`config.mk`:
```
export PLATFORM = sky130hd
export DESIGN_NAME = ring_fifo_with_max_query_flat
export DESIGN_NICKNAME = d
export VERILOG_FILES = /design/src/rtl/rfmq_pkg.sv /design/src/rtl/rfmq_if.sv /design/src/rtl/rfmq_ram.sv /design/src/rtl/ring_fifo_with_max_query.sv /design/src/flat_wrapper.sv
export SDC_FILE = /design/constraint.sdc
export NUM_CORES = 1
export LEC_CHECK = 0
export ABC_CLOCK_PERIOD_IN_PS = 4200
export BUFFER_PORTS_ARGS = -buffer_cell sky130_fd_sc_hd__buf_4
export CORE_MARGIN = 10
export CORE_UTILIZATION = 40
export CTS_CLUSTER_SIZE = 28
export DETAILED_ROUTE_END_ITERATION = 16
export SLEW_MARGIN = 20
export SYNTH_ARGS = -nofsm -noshare
export SYNTH_HDL_FRONTEND = slang
export SYNTH_SLANG_ARGS = --single-unit
export TNS_END_PERCENT = 10
```
`constraint.sdc`:
```
create_clock -name clk -period 4.2 [get_ports clk]
set_clock_uncertainty 0.15 [all_clocks]
set_input_delay 0.21 -clock clk [delete_from_list [all_inputs] [get_ports clk]]
set_output_delay 0.21 -clock clk [all_outputs]
set_load 0.005 [all_outputs]
```
`src/rtl/rfmq_pkg.sv`:
```
package rfmq_pkg;

	localparam int DATA_W = 32;
	localparam int CNT_W  = 4;
	localparam int CFG_W  = 5;

	localparam logic [CFG_W-1:0] RING_SIZE_RST = 5'd16;

	typedef enum logic [1:0] {
		CMD_ENQ  = 2'd0,
		CMD_DEQ  = 2'd1,
		CMD_PEEK = 2'd2,
		CMD_MAX  = 2'd3
	} cmd_t;

	typedef enum logic [1:0] {
		ST_OK    = 2'd0,
		ST_FULL  = 2'd1,
		ST_EMPTY = 2'd2
	} status_t;

endpackage

```
`src/rtl/rfmq_if.sv`:
```
interface rfmq_req_if;
	import rfmq_pkg::*;

	logic                     valid;
	logic                     ready;
	cmd_t                     cmd;
	logic signed [DATA_W-1:0] value;

	modport source (output valid, cmd, value, input ready);
	modport sink   (input valid, cmd, value, output ready);
endinterface

interface rfmq_rsp_if;
	import rfmq_pkg::*;

	logic                     valid;
	logic                     ready;
	status_t                  status;
	logic signed [DATA_W-1:0] data;
	logic [CNT_W-1:0]         count;

	modport source (output valid, status, data, count, input ready);
	modport sink   (input valid, status, data, count, output ready);
endinterface

```
`src/rtl/rfmq_ram.sv`:
```
module rfmq_ram #(
	parameter int WIDTH = 32,
	parameter int DEPTH = 16
) (
	input  logic                     clk,
	input  logic                     we,
	input  logic [$clog2(DEPTH)-1:0] waddr,
	input  logic [WIDTH-1:0]         wdata,
	input  logic                     re,
	input  logic [$clog2(DEPTH)-1:0] raddr,
	output logic [WIDTH-1:0]         rdata
);

	logic [WIDTH-1:0] mem_q [DEPTH];

	always_ff @(posedge clk) begin
		if (we) begin
			mem_q[waddr] <= wdata;
		end
		if (re) begin
			rdata <= mem_q[raddr];
		end
	end

endmodule

```
`src/rtl/ring_fifo_with_max_query.sv`:
```
// channel  dir  fields                handshake
// req      in   cmd[1:0] value[31:0]  valid/ready
// rsp      out  status[1:0] data[31:0] count[3:0]  valid/ready
// cfg      in   cfg_wdata[4:0]        cfg_we, no wait
//
// One command at a time; req.ready drops after a transfer until the result is loaded.
// Max scans every item held, one RAM read per cycle through the
// single read port and one signed compare.
// A pending unread result holds the sequencer before loading the next one.
// arst_n clears the read and write indices, state and valid; ring_size returns to 16.
module ring_fifo_with_max_query
	import rfmq_pkg::*;
#(
	parameter int DEPTH = 16
) (
	input  logic             clk,
	input  logic             arst_n,
	rfmq_req_if.sink         req,
	rfmq_rsp_if.source       rsp,
	input  logic             cfg_we,
	input  logic [CFG_W-1:0] cfg_wdata
);

	localparam int IW = $clog2(DEPTH);
	localparam int SW = ($clog2(DEPTH + 1) > CFG_W) ? $clog2(DEPTH + 1) : CFG_W;

	typedef enum logic [1:0] {
		S_IDLE,
		S_EXEC,
		S_SCAN,
		S_DONE
	} state_t;

	state_t                   state_q;
	logic [CFG_W-1:0]         ring_size_q;
	logic [IW-1:0]            rd_q;
	logic [IW-1:0]            wr_q;
	logic [IW-1:0]            p_q;
	cmd_t                     cmd_q;
	logic signed [DATA_W-1:0] val_q;
	logic signed [DATA_W-1:0] best_q;
	logic                     first_q;
	status_t                  status_q;

	logic                     rsp_valid_q;
	status_t                  rsp_status_q;
	logic signed [DATA_W-1:0] rsp_data_q;
	logic [CNT_W-1:0]         rsp_count_q;

	logic [SW-1:0]            size_eff;
	logic [SW-1:0]            rs_ext;
	logic [SW-1:0]            held;
	logic                     empty;
	logic                     full;
	logic signed [DATA_W-1:0] rdata;
	logic signed [DATA_W-1:0] best_nxt;
	logic                     mem_we;
	logic                     mem_re;
	logic [IW-1:0]            mem_raddr;
	logic                     rsp_load;

	function automatic logic [IW-1:0] nxt(input logic [IW-1:0] p, input logic [SW-1:0] sz);
		logic [IW-1:0] r;
		if (SW'(p) + SW'(1) == sz) begin
			r = '0;
		end else begin
			r = p + 1'b1;
		end
		return r;
	endfunction

	always_comb begin
		rs_ext = SW'(ring_size_q);
		if (rs_ext < SW'(2)) begin
			size_eff = SW'(2);
		end else if (rs_ext > SW'(DEPTH)) begin
			size_eff = SW'(DEPTH);
		end else begin
			size_eff = rs_ext;
		end
	end

	always_comb begin
		if (wr_q >= rd_q) begin
			held = SW'(wr_q) - SW'(rd_q);
		end else begin
			held = SW'(wr_q) + size_eff - SW'(rd_q);
		end
	end

	assign empty = (rd_q == wr_q);
	assign full  = (nxt(wr_q, size_eff) == rd_q);

	assign best_nxt = (first_q || (rdata > best_q)) ? rdata : best_q;

	assign rsp_load = (state_q == S_DONE) && (!rsp_valid_q || rsp.ready);

	assign mem_we    = (state_q == S_EXEC) && (cmd_q == CMD_ENQ) && !full;
	assign mem_re    = ((state_q == S_EXEC) && (cmd_q != CMD_ENQ) && !empty)
	                || ((state_q == S_SCAN) && (cmd_q == CMD_MAX) && (p_q != wr_q));
	assign mem_raddr = (state_q == S_EXEC) ? rd_q : p_q;

	rfmq_ram #(
		.WIDTH (DATA_W),
		.DEPTH (DEPTH)
	) u_ram (
		.clk   (clk),
		.we    (mem_we),
		.waddr (wr_q),
		.wdata (val_q),
		.re    (mem_re),
		.raddr (mem_raddr),
		.rdata (rdata)
	);

	always_ff @(posedge clk or negedge arst_n) begin
		if (!arst_n) begin
			state_q     <= S_IDLE;
			ring_size_q <= RING_SIZE_RST;
			rd_q        <= '0;
			wr_q        <= '0;
			rsp_valid_q <= 1'b0;
		end else begin
			if (rsp_load) begin
				rsp_valid_q <= 1'b1;
			end else if (rsp.ready) begin
				rsp_valid_q <= 1'b0;
			end
			case (state_q)
				S_IDLE: begin
					if (req.valid) begin
						cmd_q   <= req.cmd;
						val_q   <= req.value;
						state_q <= S_EXEC;
					end
				end
				S_EXEC: begin
					best_q <= '0;
					if (cmd_q == CMD_ENQ) begin
						state_q <= S_DONE;
						if (full) begin
							status_q <= ST_FULL;
						end else begin
							status_q <= ST_OK;
							wr_q     <= nxt(wr_q, size_eff);
						end
					end else if (empty) begin
						status_q <= ST_EMPTY;
						state_q  <= S_DONE;
					end else begin
						status_q <= ST_OK;
						p_q      <= nxt(rd_q, size_eff);
						first_q  <= 1'b1;
						state_q  <= S_SCAN;
					end
				end
				S_SCAN: begin
					first_q <= 1'b0;
					best_q  <= best_nxt;
					if (cmd_q == CMD_MAX) begin
						if (p_q != wr_q) begin
							p_q <= nxt(p_q, size_eff);
						end else begin
							state_q <= S_DONE;
						end
					end else begin
						if (cmd_q == CMD_DEQ) begin
							rd_q <= nxt(rd_q, size_eff);
						end
						state_q <= S_DONE;
					end
				end
				S_DONE: begin
					if (rsp_load) begin
						rsp_status_q <= status_q;
						rsp_data_q   <= best_q;
						rsp_count_q  <= held[CNT_W-1:0];
						state_q      <= S_IDLE;
					end
				end
				default: begin
					state_q <= S_IDLE;
				end
			endcase
			// the user must write config only while idle; the block does not enforce it
			if (cfg_we) begin
				ring_size_q <= cfg_wdata;
				rd_q        <= '0;
				wr_q        <= '0;
			end
		end
	end

	assign req.ready  = (state_q == S_IDLE);
	assign rsp.valid  = rsp_valid_q;
	assign rsp.status = rsp_status_q;
	assign rsp.data   = rsp_data_q;
	assign rsp.count  = rsp_count_q;

endmodule

```
`src/flat_wrapper.sv`:
```
// flat-port wrapper written by rule: the top's interface ports become plain ports
module ring_fifo_with_max_query_flat import rfmq_pkg::*;
#(
	parameter int DEPTH = 16
)
  (clk, arst_n, cfg_we, cfg_wdata, req_valid, req_cmd, req_value, req_ready, rsp_valid, rsp_status, rsp_data, rsp_count, rsp_ready);
  rfmq_req_if req_i ();
  rfmq_rsp_if rsp_i ();
  input  logic clk;
  input  logic arst_n;
  input  logic cfg_we;
  input  logic [CFG_W-1:0] cfg_wdata;
  input wire logic [$bits(req_i.valid)-1:0] req_valid;
  input wire logic [$bits(req_i.cmd)-1:0] req_cmd;
  input wire logic [$bits(req_i.value)-1:0] req_value;
  output wire logic [$bits(req_i.ready)-1:0] req_ready;
  output wire logic [$bits(rsp_i.valid)-1:0] rsp_valid;
  output wire logic [$bits(rsp_i.status)-1:0] rsp_status;
  output wire logic [$bits(rsp_i.data)-1:0] rsp_data;
  output wire logic [$bits(rsp_i.count)-1:0] rsp_count;
  input wire logic [$bits(rsp_i.ready)-1:0] rsp_ready;
  assign req_i.valid = req_valid;
  assign req_i.cmd = req_cmd;
  assign req_i.value = req_value;
  assign req_ready = req_i.ready;
  assign rsp_valid = rsp_i.valid;
  assign rsp_status = rsp_i.status;
  assign rsp_data = rsp_i.data;
  assign rsp_count = rsp_i.count;
  assign rsp_i.ready = rsp_ready;
  ring_fifo_with_max_query #(.DEPTH(DEPTH)) u_core (.clk(clk), .arst_n(arst_n), .req(req_i), .rsp(rsp_i), .cfg_we(cfg_we), .cfg_wdata(cfg_wdata));
endmodule
```
* After elaboration in Yosys (flattened, before gate mapping) *
Memory sizes are Yosys's and may differ from the RTL's. A register that Yosys moved wholly into a read port is not among the register bits.
Index checks and enable logic that the tools add are counted.

storage, ports and cells
  bits in registers = 127
  latch bits = 0
  RAM bits = 512
  ROM bits = 0
  input port bits = 44
  logic and storage cells = 119
  memories kept = 1

memory list
  name                depth  width  read ports  clocked after memory_dff  write ports  RTL line        RTL
  u_core.u_ram.mem_q  16     32     1           1                         1            rfmq_ram.sv:14  logic [WIDTH-1:0] mem_q [DEPTH];

operators by class
  $add $sub $neg = 9
  $mul = 0
  divide/modulo/power cells = 0
  order comparisons = 4
  equal/unequal tests = 21
  shift-type cells = 0
  multiplexer cells = 39
  bitwise operators = 0
  reduce and logical (&&, ||, !) cells = 31

operators with widths
  kind                   number
  $mux W4                17
  $pmux W32 S2           1
  $gt A32 B32 Y1         1
  $mux W32               1
  $reduce_and A3 Y1      6
  $add A4 B1 Y5 const B  3
  $eq A5 B5 Y1           3
  $mux W2                7
  $ne A2 B2 Y1 const B   7
  $reduce_bool A2 Y1     7
  $add A4 B1 Y4 const B  3
  $mux W5                2
  $eq A4 B4 Y1           2
  $mux W1                8
  $pmux W2 S4            1
  $pmux W4 S2            1
  $sub A4 B4 Y4          2
  $logic_and A1 B1 Y1    7
  $eq A2 B2 Y1 const B   3
  $reduce_and A6 Y1      1
  $gt A5 B5 Y1 const B   1
  $lt A5 B2 Y1 const B   1
  $add A4 B4 Y4          1
  $eq A2 B1 Y1 const B   2
  other kinds (10)       16

* Longest topological paths before layout *
Gate-level depths: netlist (run 1).

  depth in word-level cells = 10
  depth in mapped cells = 9
  mapped depth without buffers = 9

* Cells and area by module *
Synthesis (run 1) repeated with hierarchy kept, for this count alone.

unflattened totals
  cell total of the unflattened synthesis = 1336
  area, all modules = 26442.9 um2

by module, submodules not included
  module                    times used  cells each  area an instance (um2)  seq. area each (um2)
  rfmq_ram                  1           838         20155.6                 16335.7
  ring_fifo_with_max_query  1           498         6287.3                  3734.8

* Least setup slack after synthesis (run 1) *
Ideal clock, no wire load.

  path type = flip-flop to flip-flop
  start point = register u_core.wr_q[1]
  end point = memory u_core.u_ram.mem_q[2][0] (enable)
  library setup time = 0.391 ns
  arrival = 2.930 ns
  setup slack = 0.729 ns
  stages on the path, launching flop included = 9
  period minus slack after synthesis = 3.471 ns
  cells stage by stage = dfrtp_1 -> inv_1 -> ha_1 -> inv_1 -> xnor2_1 -> nor4_4 -> mux2i_2 -> buf_6 -> and4_1

between the ends
  cells in the longest elaborated chain, start to end = 8
  elaborated cells between the ends (all ways) = 9
  those cells by class = add/sub: 2; eq/ne: 2; mux: 3; reduce/logical: 2

ends and longest elaborated chain
  element                        RTL line                         RTL
  from (decl)                    ring_fifo_with_max_query.sv:37   logic [IW-1:0] wr_q;
  from (signal assigned)         ring_fifo_with_max_query.sv:145  wr_q <= nxt(wr_q, size_eff);
  $add A4 B1 Y5                  ring_fifo_with_max_query.sv:64   if (SW'(p) + SW'(1) == sz) begin
  $eq A5 B5 Y1                   ring_fifo_with_max_query.sv:64
  $mux W4                        ring_fifo_with_max_query.sv:64
  $eq A4 B4 Y1                   ring_fifo_with_max_query.sv:92   assign full = (nxt(wr_q, size_eff) == rd_q);
  $logic_not A1 Y1               ring_fifo_with_max_query.sv:98   assign mem_we = (state_q == S_EXEC) && (cmd_q == CMD_ENQ) && !full;
  $logic_and A1 B1 Y1            ring_fifo_with_max_query.sv:98
  $mux W1                        rfmq_ram.sv:17                   if (we) begin
  $mux W1 (not written as such)  rfmq_ram.sv:18                   mem_q[waddr] <= wdata;
  to (decl)                      rfmq_ram.sv:14

Parallel ways exist; a longest one is shown, timed or not.

* Worst setup path after layout (run 1) *
  start point = register u_core.wr_q[1]
  end point = memory u_core.u_ram.mem_q[2][18] (enable)

Same word-level chain as after synthesis.

==> flow_metrics.tcl, run 1 <==
set metrics [dict create \
    core_area_mm2 0.0669 \
    io_pins 84 \
    wl_per_cell_um 23.8 \
    clock_power_share_pct 30.9 \
    antenna_found_initial 0 \
    clk_root_buffer_cell "clkbuf_16" \
    insertedDiodeCount 0 \
    fp.dieH_um 279 \
    max_freq_mhz 288 \
    final_cell_mix "edfxtp_1, mux4_2, buf_4" \
    yosysUniqueCellTypes 69 \
    rsz0062_at_grt "false" \
    area_growth_pct 18.2 \
    ir_drop_mv 0.451 \
    relSlewSlack_pct 42.1 \
    swShare_pct 28.6 \
    p_total_w 0.0194 \
    gr-total-overflow 0 \
    regArea_mm2 0.0201 \
    dp_hpwl_um 36600 \
    start_util_pct 40.2 \
    power_switching_w 0.00555 \
    synth_ff_type "edfxtp_1" \
    die_x_um 279 \
    sequentialPowerShare_pct 43.4 \
    worstHoldStart "req_valid" \
    setup_tns_ns 0 \
    ys_ff_latch 671 \
    grtUsageMet1_pct 21.1 \
    async_reset_ff_share_pct 2.38 \
    p_leak_nw 10.6 \
    worstSetupStartpoint "u_core.wr_q[1]$_DFFE_PN0P_" \
    reg2reg_from "u_core.wr_q[1]$_DFFE_PN0P_" \
    grt_pass1_wl_um 90800 \
    top_usage_layer "met2" \
    nFillCells 5515 \
    num_vias 13600 \
    cp.required_ns 4.33 \
    synthCells 1401 \
    endpoint_kind "flop" \
    ant_nets 0 \
    finalHoldViolCount 0 \
    numCtsBuffers 71 \
    cts_tree "yes" \
    status "complete, no violations" \
    numClockSinks 671 \
    hp-class "in -> reg" \
    grt_util_met2_pct 24.2 \
    power.internal_w 0.0138 \
    max_cap_viol_count 0 \
    setup_violations 0 \
    grt.total_usage_pct 15.4 \
    p_per_area_mw_per_mm2 610 \
    cts.repair.resized 0 \
    drc 0 \
    slew_violations 0 \
    met3_usage_pct 3.84 \
    grt_max_degree 67 \
    period_share_pct 82.5 \
    postSynthAreaPerCell_um2 19.2 \
    die_area_mm2 0.0780 \
    synthesis.area_mm2 0.0269 \
    h-tree-depth 3 \
    insertion_delay_ns 0.60 \
    synth-seq-area-share_pct 74.6 \
    critical_path_class "reg -> reg" \
    synth_nets 1498 \
    tightest_slew_ns 0.868 \
    synth-edff-count 655 \
    routed_wl_um 60000 \
    clkTransAtPathRegs_ns 0.06 \
    place.gp.congestion 0.802 \
    drive_above_1_share_pct 24.5 \
    clockBufferDepth 3 \
    dr.pass1.iters 5 \
    row_count 95 \
    min_period_ns 3.47 \
    port_buffers 83 \
    power_frac_comb_pct 25.7 \
    multi_input_area_mm2 0.00639 \
    startpoint_type "flop" \
    ys_warn_count 0 \
    layout_commonest_cell "edfxtp_1" \
    finalNetCount 1694 \
    first_global_vias 14200 \
    drtIter0Drc 1214 \
    drt-vias-per-instance 5.39 \
    cp.arrival_ns 3.60 \
    post_cts_buffers 0 \
    cp_max_fo 24 \
]
==> layout make-up <==
class	instances	area share, %
multi-input cells	615	20.1
flip-flops and latches	671	63.1
clock buffers	89	6.07
well taps	873	3.44
clock inverters	37	0.921
inverters	52	0.618
repair buffers	186	5.73
==> stage by stage <==
step / hold WS [ns] / setup WS [ns] / cell area (µm²) / util, % / std cells
6_report: 0.0610 / 0.734 / 31800 / 47.5 / 2523
5_1_grt: 0.0904 / 0.540 / 31800 / 47.5 / 2523
4_1_cts: 0.0343 / 0.737 / 31800 / 47.5 / 2523
3_5_place_dp: -0.0341 / 0.752 / 29100 / 43.4 / 2347
3_3_place_gp: -0.0385 / 0.876 / 29100 / 43.4 / 2347
2_1_floorplan: -0.236 / 0.729 / 26900 / - / 1401
==> worst max-delay path, cell delays in order, from the launching register on <==
cell	delay [ns]
dfrtp_1	0.54
ha_1	0.51
xnor2_1	0.17
a32o_1	0.15
a31oi_1	0.06
nor4_4	0.37
mux2i_2	0.25
buf_4	0.24
and4_2	0.44
buf_12	0.25
==> final timing paths <==
path	to	slack [ns]	cells past startpoint
worst min-delay path	u_core.state_q[1]$_DFFE_PN0P_	0.06	5
worst max register to register	u_core.u_ram.mem_q[2][18]$_DFFE_PP_	0.73	9
worst min register to register	u_core.rsp.status[0]$_DFFE_PP_	0.27	0
min in group asynchronous	u_core.ring_size_q[4]$_DFFE_PN1P_	0.54	3
worst max-delay path	u_core.u_ram.mem_q[2][18]$_DFFE_PP_	0.73	9
max in group asynchronous	u_core.ring_size_q[1]$_DFFE_PN0P_	2.07	4
==> flip-flops by register name, indices dropped and copies added (netlist names) <==
signal / count
u_core.best_q: 32
u_core.cmd_q: 2
u_core.rd_q: 4
u_core.wr_q: 4
u_core.status_q: 2
u_core.u_ram.rdata: 32
u_core.rsp.status: 2
u_core.rsp.count: 4
u_core.rsp.data: 32
u_core.first_q: 1
u_core.ring_size_q: 5
u_core.u_ram.mem_q: 512
u_core.val_q: 32
u_core.state_q: 2
u_core.rsp.valid: 1
u_core.p_q: 4
==> power groups by stage <==
stage          registers [W]  clock network (W)  logic (W)
3_3_place_gp         0.00854                  0    0.00497
2_1_floorplan        0.00836                  0    0.00336
5_1_grt              0.00847            0.00642    0.00545
3_5_place_dp         0.00856                  0    0.00500
6_report             0.00841            0.00600    0.00498
4_1_cts              0.00842            0.00614    0.00506
==> routing by layer <==
layer  vias up  share of wire, %  wire [µm]
met1      7100                44      26600
li1       6031                 -          -
met5         -                 0          0
met4         0               1.7       1020
met3        74               7.4       4450
met2       394                47      28000
==> timing repair <==
action | CTS | global route
setup endpoints to repair | 0 | 0
endpoints found under the hold margin | 60 | 0
hold buffers | 50 | 0
==> kinds of logic (layout without fill, tap and decap cells) <==
family	Yosys count	in the layout	share of synthesized area (%)
XOR/XNOR	29	29	0.972
adder cells (fa/ha/maj)	53	53	2.58
multiplexers	142	142	11.3
buffers and inverters	115	364	1.91
flip-flops	671	671	74.6
AND/OR/NAND/NOR	245	245	5.00
AO/OA/AOI/OAI	146	146	3.66
==> cell usage after synthesis, types with 3 or more instances <==
master | count | area (µm²)
edfxtp_1 | 655 | 19700
mux4_2 | 128 | 2880
nand2_1 | 90 | 338
and2_1 | 64 | 400
inv_1 | 50 | 188
ha_1 | 49 | 613
a31oi_1 | 36 | 225
a211oi_1 | 34 | 255
clkbuf_1 | 33 | 124
a21oi_1 | 23 | 115
nor2_1 | 21 | 78.8
xnor2_1 | 19 | 166
o21ai_0 | 18 | 90.1
buf_2 | 16 | 80.1
dfrtp_1 | 15 | 375
and4_1 | 11 | 96.3
nand4_1 | 10 | 62.6
xor2_1 | 9 | 78.8
nand2b_1 | 8 | 50.1
and4_2 | 7 | 70.1
mux2_2 | 7 | 78.8
mux2i_1 | 6 | 60.1
nand3_1 | 6 | 30.0
and3_1 | 5 | 31.3
buf_1 | 5 | 18.8
o211ai_1 | 5 | 37.5
a21o_1 | 4 | 30.0
buf_6 | 4 | 45.0
fa_1 | 4 | 80.1
o2bb2ai_1 | 4 | 35.0
and2_0 | 3 | 18.8
buf_4 | 3 | 22.5
nand3b_1 | 3 | 22.5
nor3_1 | 3 | 15.0
nor4_1 | 3 | 18.8
Power figures use the tool's default switching activity.
==> inputs of run 2 (changes only) <==
--- a/config.mk
+++ b/config.mk
@@ -5,7 +5,7 @@
 export SDC_FILE = /design/constraint.sdc
 export NUM_CORES = 1
 export LEC_CHECK = 0
-export ABC_CLOCK_PERIOD_IN_PS = 4200
+export ABC_CLOCK_PERIOD_IN_PS = 3000
 export BUFFER_PORTS_ARGS = -buffer_cell sky130_fd_sc_hd__buf_4
 export CORE_MARGIN = 10
 export CORE_UTILIZATION = 40
==> constraint.sdc (replaced) <==
create_clock -name clk -period 3 [get_ports clk]
set_clock_uncertainty 0.15 [all_clocks]
set_input_delay 0.15 -clock clk [delete_from_list [all_inputs] [get_ports clk]]
set_output_delay 0.15 -clock clk [all_outputs]
set_load 0.005 [all_outputs]
==> flow_metrics.tcl, run 2 (synthesis gave the netlist of run 1 again) <==
set metrics [dict create \
    status "complete, no violations" \
    holdWs_ns 0.0937 \
    grt.total_usage_pct 16.0 \
    finalNetCount 1768 \
    layout_commonest_cell "edfxtp_1" \
    max_freq_mhz 341 \
    hp-class "in -> reg" \
    route.layer.met1.wl_um 27900 \
    min_period_ns 2.93 \
    crit_family "compound AO/OA/AOI/OAI gates" \
    critical_path_class "reg -> reg" \
    h-tree-depth 3 \
    nFillCells 5472 \
    dr.pass1.iters 7 \
    row_count 95 \
    relSlewSlack_pct 38.7 \
    cp.required_ns 3.16 \
    largest_reg_flops 512 \
    cp_max_fo 18 \
    endpoint_kind "flop" \
    startpoint_type "flop" \
    dr_wl_met2_um 29500 \
    num_vias 14000 \
    max_stage_delay_ns 0.51 \
    clkTransAtPathRegs_ns 0.06 \
    clk_root_buffer_cell "clkbuf_16" \
    ir_drop_mv 0.373 \
    tightest_slew_ns 0.919 \
    met3_length_um 3420 \
    routed.top_layer "met4" \
    start_util_pct 40.2 \
    numCtsBuffers 73 \
    p_per_area_mw_per_mm2 845 \
    cp.arrival_ns 3.09 \
    period_share_pct 97.6 \
    place.gp.congestion 0.799 \
    timing.critical_path.buf_inv 2 \
    antenna_found_initial 0 \
    numClockSinks 671 \
    setup_violations 0 \
    die_area_mm2 0.0780 \
    wl_per_cell_um 23.9 \
    finalHoldViolCount 0 \
    port_buffers 83 \
    drive_above_1_share_pct 28.2 \
    gr-total-overflow 0 \
    dp_hpwl_um 38800 \
    cts_tree "yes" \
    slew_violations 0 \
    insertedDiodeCount 0 \
    p_total_w 0.0277 \
    final_cell_mix "edfxtp_1, buf_4, mux4_2" \
    die_x_um 279 \
    drc 0 \
    first_global_vias 14600 \
    insertion_delay_ns 0.61 \
    fp.dieH_um 279 \
    clockBufferDepth 3 \
    routed_wl_um 62200 \
    area_growth_pct 21.7 \
    core_area_mm2 0.0669 \
    path_common_cell "a21oi_2" \
    regMostFlops "u_core.u_ram.mem_q" \
    drtIter0Drc 1313 \
    io_pins 84 \
    ant_nets 0 \
    critPathSlowestCell "edfxtp_1" \
    p_leak_nw 11.1 \
    setup_tns_ns 0 \
    max_cap_viol_count 0 \
    grt_max_degree 41 \
    drt-vias-per-instance 5.38 \
    cp_cell_sequence "ha_1 -> a21oi_2 -> o21ai_0 -> a2111oi_1 -> buf_4 -> a21oi_2 -> or3_1 -> nand2_2 -> buf_12" \
    grt_pass1_wl_um 93100 \
]
-- run 2: final timing paths --
path	depth (start not counted)	slack, ns	start	to
min in group asynchronous	3	0.48	arst_n	u_core.ring_size_q[4]$_DFFE_PN1P_
max in group asynchronous	4	0.84	arst_n	u_core.wr_q[3]$_DFFE_PN0P_
worst max-delay path	9	0.07	u_core.u_ram.rdata[11]$_DFFE_PP_	u_core.best_q[28]$_SDFFCE_PN0P_
worst max register to register	9	0.07	u_core.u_ram.rdata[11]$_DFFE_PP_	u_core.best_q[28]$_SDFFCE_PN0P_
worst min-delay path	2	0.09	req_value[11]	u_core.val_q[11]$_DFFE_PP_
worst min register to register	0	0.27	u_core.status_q[0]$_SDFFCE_PN0P_	u_core.rsp.status[0]$_DFFE_PP_
-- run 2: area by class of cell --
cell class | count | area (µm²) | share of cell area (%)
Sequential cell | 671 | 20100 | 61.3
Clock inverter | 38 | 298 | 0.910
Timing Repair Buffer | 258 | 2730 | 8.33
Tap cell | 873 | 1090 | 3.34
Inverter | 52 | 196 | 0.600
Clock buffer | 92 | 1950 | 5.96
Multi-Input combinational cell | 615 | 6400 | 19.6
-- run 2: per-layer routing --
layer | up-vias | track usage, %
met5 | - | 0
met4 | 0 | 4.46
met3 | 95 | 3.03
met2 | 413 | 25.5
met1 | 7309 | 22.1
li1 | 6177 | -
-- run 2: metrics by stage --
stage | setup slack, ns | util [%] | instances | instance area, µm²
finish | 0.0710 | 48.9 | 2599 | 32700
global placement | -0.0304 | 44.6 | 2408 | 29900
CTS | 0.0250 | 48.8 | 2589 | 32600
floorplan | -0.184 | - | 1401 | 26900
detailed placement | 0.00756 | 44.6 | 2408 | 29900
global route | -0.0708 | 48.9 | 2599 | 32700
-- run 2: what timing repair did --
item,4_1_cts,5_1_grt
hold buffers,51,0
hold endpoints to repair,68,0
setup endpoints to repair,32,487
pin swaps,1,0
buffers inserted,0,10
resized for setup,0,9
-- run 2: power breakdown --
| part | internal [W] | total (W) | switching [W] |
|---|---|---|---|
| clock network | 0.00481 | 0.00839 | 0.00358 |
| registers | 0.0113 | 0.0118 | 0.000508 |
| logic | 0.00374 | 0.00750 | 0.00376 |
| total | 0.0198 | 0.0277 | 0.00785 |
==> inputs of run 3 (changes only) <==
--- a/config.mk
+++ b/config.mk
@@ -8,9 +8,10 @@
 export ABC_CLOCK_PERIOD_IN_PS = 3000
 export BUFFER_PORTS_ARGS = -buffer_cell sky130_fd_sc_hd__buf_4
 export CORE_MARGIN = 10
-export CORE_UTILIZATION = 40
+export CORE_UTILIZATION = 50
 export CTS_CLUSTER_SIZE = 28
 export DETAILED_ROUTE_END_ITERATION = 16
+export PLACE_DENSITY = 0.69
 export SLEW_MARGIN = 20
 export SYNTH_ARGS = -nofsm -noshare
 export SYNTH_HDL_FRONTEND = slang
==> flow_metrics.tcl, run 3 (synthesis gave the netlist of run 1 again) <==
set metrics [dict create \
    setup_tns_ns 0 \
    layout_commonest_cell "edfxtp_1" \
    cp.arrival_ns 3.03 \
    cp_cell_sequence "o311a_2 -> xnor2_1 -> nor4_4 -> mux2i_2 -> buf_6 -> and4_2 -> buf_12" \
    rsz0062_at_grt "true" \
    critical_path_class "reg -> reg" \
    finalHoldViolCount 0 \
    multi_input_area_mm2 0.00646 \
    dpl_worst_slack_ns -0.190 \
    finalNetCount 1735 \
    setup_violations 0 \
    num_vias 13900 \
    die_area_mm2 0.0635 \
    wl_per_cell_um 24.7 \
    power_switching_w 0.00756 \
    largest_reg_flops 512 \
    regArea_mm2 0.0201 \
    p_leak_nw 10.9 \
    max_freq_mhz 345 \
    die_x_um 252 \
    power_frac_comb_pct 26.7 \
    tightest_slew_ns 0.806 \
    timing.critical_path.buf_inv 2 \
    p_total_w 0.0268 \
    row_count 84 \
    postLayoutCellArea_mm2 0.0321 \
    fin_ws_ns 0.102 \
    grt_pass1_wl_um 88900 \
    fp.dieH_um 252 \
    start_util_pct 50.9 \
    startpoint_type "flop" \
    routed_wl_um 58800 \
    nFillCells 3750 \
    area_growth_pct 19.4 \
    swShare_pct 28.2 \
    regMostFlops "u_core.u_ram.mem_q" \
    clockBufferDepth 3 \
    max_stage_delay_ns 0.48 \
    core_area_mm2 0.0529 \
    clock_power_share_pct 29.4 \
    ir_drop_mv 0.509 \
    p_per_area_mw_per_mm2 833 \
    crit_family "simple AND/OR/NAND/NOR gates" \
    cp_max_fo 25 \
    drc 0 \
    placed_area_mm2 0.0294 \
    io_pins 84 \
    period_share_pct 96.6 \
    final_cell_mix "edfxtp_1, mux4_2, buf_4" \
    clk_root_buffer_cell "clkbuf_16" \
    sequentialPowerShare_pct 43.9 \
    slew_violations 0 \
    grt.total_usage_pct 18.7 \
    gr-total-overflow 0 \
    ant_nets 0 \
    place.gp.congestion 0.809 \
    drive_above_1_share_pct 26.6 \
    numClockSinks 671 \
    drt-vias-per-instance 5.85 \
    drtIter0Drc 1238 \
    min_period_ns 2.90 \
    dr.pass1.iters 5 \
    clkTransAtPathRegs_ns 0.06 \
    hp-class "in -> reg" \
    cp.required_ns 3.14 \
    insertion_delay_ns 0.61 \
    antenna_found_initial 3 \
    max_cap_viol_count 0 \
    cts_tree "yes" \
    numCtsBuffers 70 \
    relSlewSlack_pct 46.1 \
    status "complete, no violations" \
    final_util_pct 60.8 \
    critPathSlowestCell "o311a_2" \
    power.internal_w 0.0192 \
    h-tree-depth 3 \
    endpoint_kind "flop" \
    port_buffers 83 \
    first_global_vias 14300 \
    grt_max_degree 65 \
    dp_hpwl_um 34800 \
]
[run 3: cell types whose count changed in the layout (fill, tap and decap cells not counted), moves of 2 or more]
cell	before	now
a211oi_1	34	31
clkinv_2	16	7
clkinv_1	13	18
inv_6	1	3
clkbuf_16	75	72
buf_4	152	126
a211oi_2	0	3
buf_12	52	46
ha_4	0	3
ha_1	48	45
[run 3: worst register-to-register path: cells and delay by family (launching register included)]
kind	cells	cell delay, ns
AO/OA/AOI/OAI	1	0.48
XOR/XNOR	1	0.19
AND/OR/NAND/NOR	2	0.60
flip-flops	1	0.39
multiplexers	1	0.32
buffers and inverters	2	0.44
[run 3: metal layers]
layer,vias to the layer above,wire [µm],global-route usage [%]
met4,0,1170,6.01
met1,7214,24700,25.1
li1,6116,-,-
met2,485,28700,30.1
met3,74,4160,4.04
met5,-,0,0
[run 3: worst paths after layout]
kind | from | slack [ns] | depth (start not counted) | endpoint
worst max-delay path | u_core.ring_size_q[1]$_DFFE_PN0P_ | 0.10 | 7 | u_core.u_ram.mem_q[3][8]$_DFFE_PP_
worst min-delay path | req_value[16] | 0.10 | 2 | u_core.val_q[16]$_DFFE_PP_
worst max register to register | u_core.ring_size_q[1]$_DFFE_PN0P_ | 0.10 | 7 | u_core.u_ram.mem_q[3][8]$_DFFE_PP_
worst min register to register | u_core.status_q[1]$_SDFFCE_PP0P_ | 0.28 | 0 | u_core.rsp.status[1]$_DFFE_PP_
max in group asynchronous | arst_n | 1.00 | 4 | u_core.wr_q[1]$_DFFE_PN0P_
min in group asynchronous | arst_n | 0.48 | 3 | u_core.ring_size_q[4]$_DFFE_PN1P_
[run 3: power by group through the flow]
stage / Clock (W) / Sequential [W] / Combinational, W
3_3_place_gp: 0 / 0.0119 / 0.00681
2_1_floorplan: 0 / 0.0117 / 0.00470
6_report: 0.00786 / 0.0118 / 0.00714
5_1_grt: 0.00842 / 0.0118 / 0.00780
3_5_place_dp: 0 / 0.0119 / 0.00691
4_1_cts: 0.00802 / 0.0118 / 0.00702
[run 3: repair_timing]
item | 4_1_cts | 5_1_grt
hold buffers | 51 | 0
gates resized for setup | 2 | 16
endpoints found under the hold margin | 69 | 0
cloned | 0 | 2
endpoints found under the setup margin | 32 | 570
pin swaps | 0 | 2
buffers inserted | 0 | 8
[run 3: final cells by class]
cell class | instances | area share, %
inverters | 52 | 0.611
well taps | 688 | 2.68
multi-input cells | 615 | 20.1
diodes | 1 | 0.00779
flip-flops and latches | 671 | 62.5
clock inverters | 35 | 0.767
repair buffers | 228 | 7.71
clock buffers | 86 | 5.64
[run 3: metrics by stage]
stage	std cells	hold slack (ns)
floorplan	1401	-0.296
global placement	2193	-0.102
detailed placement	2193	-0.0995
CTS	2365	0.0718
global route	2376	0.0989
finish	2376	0.100
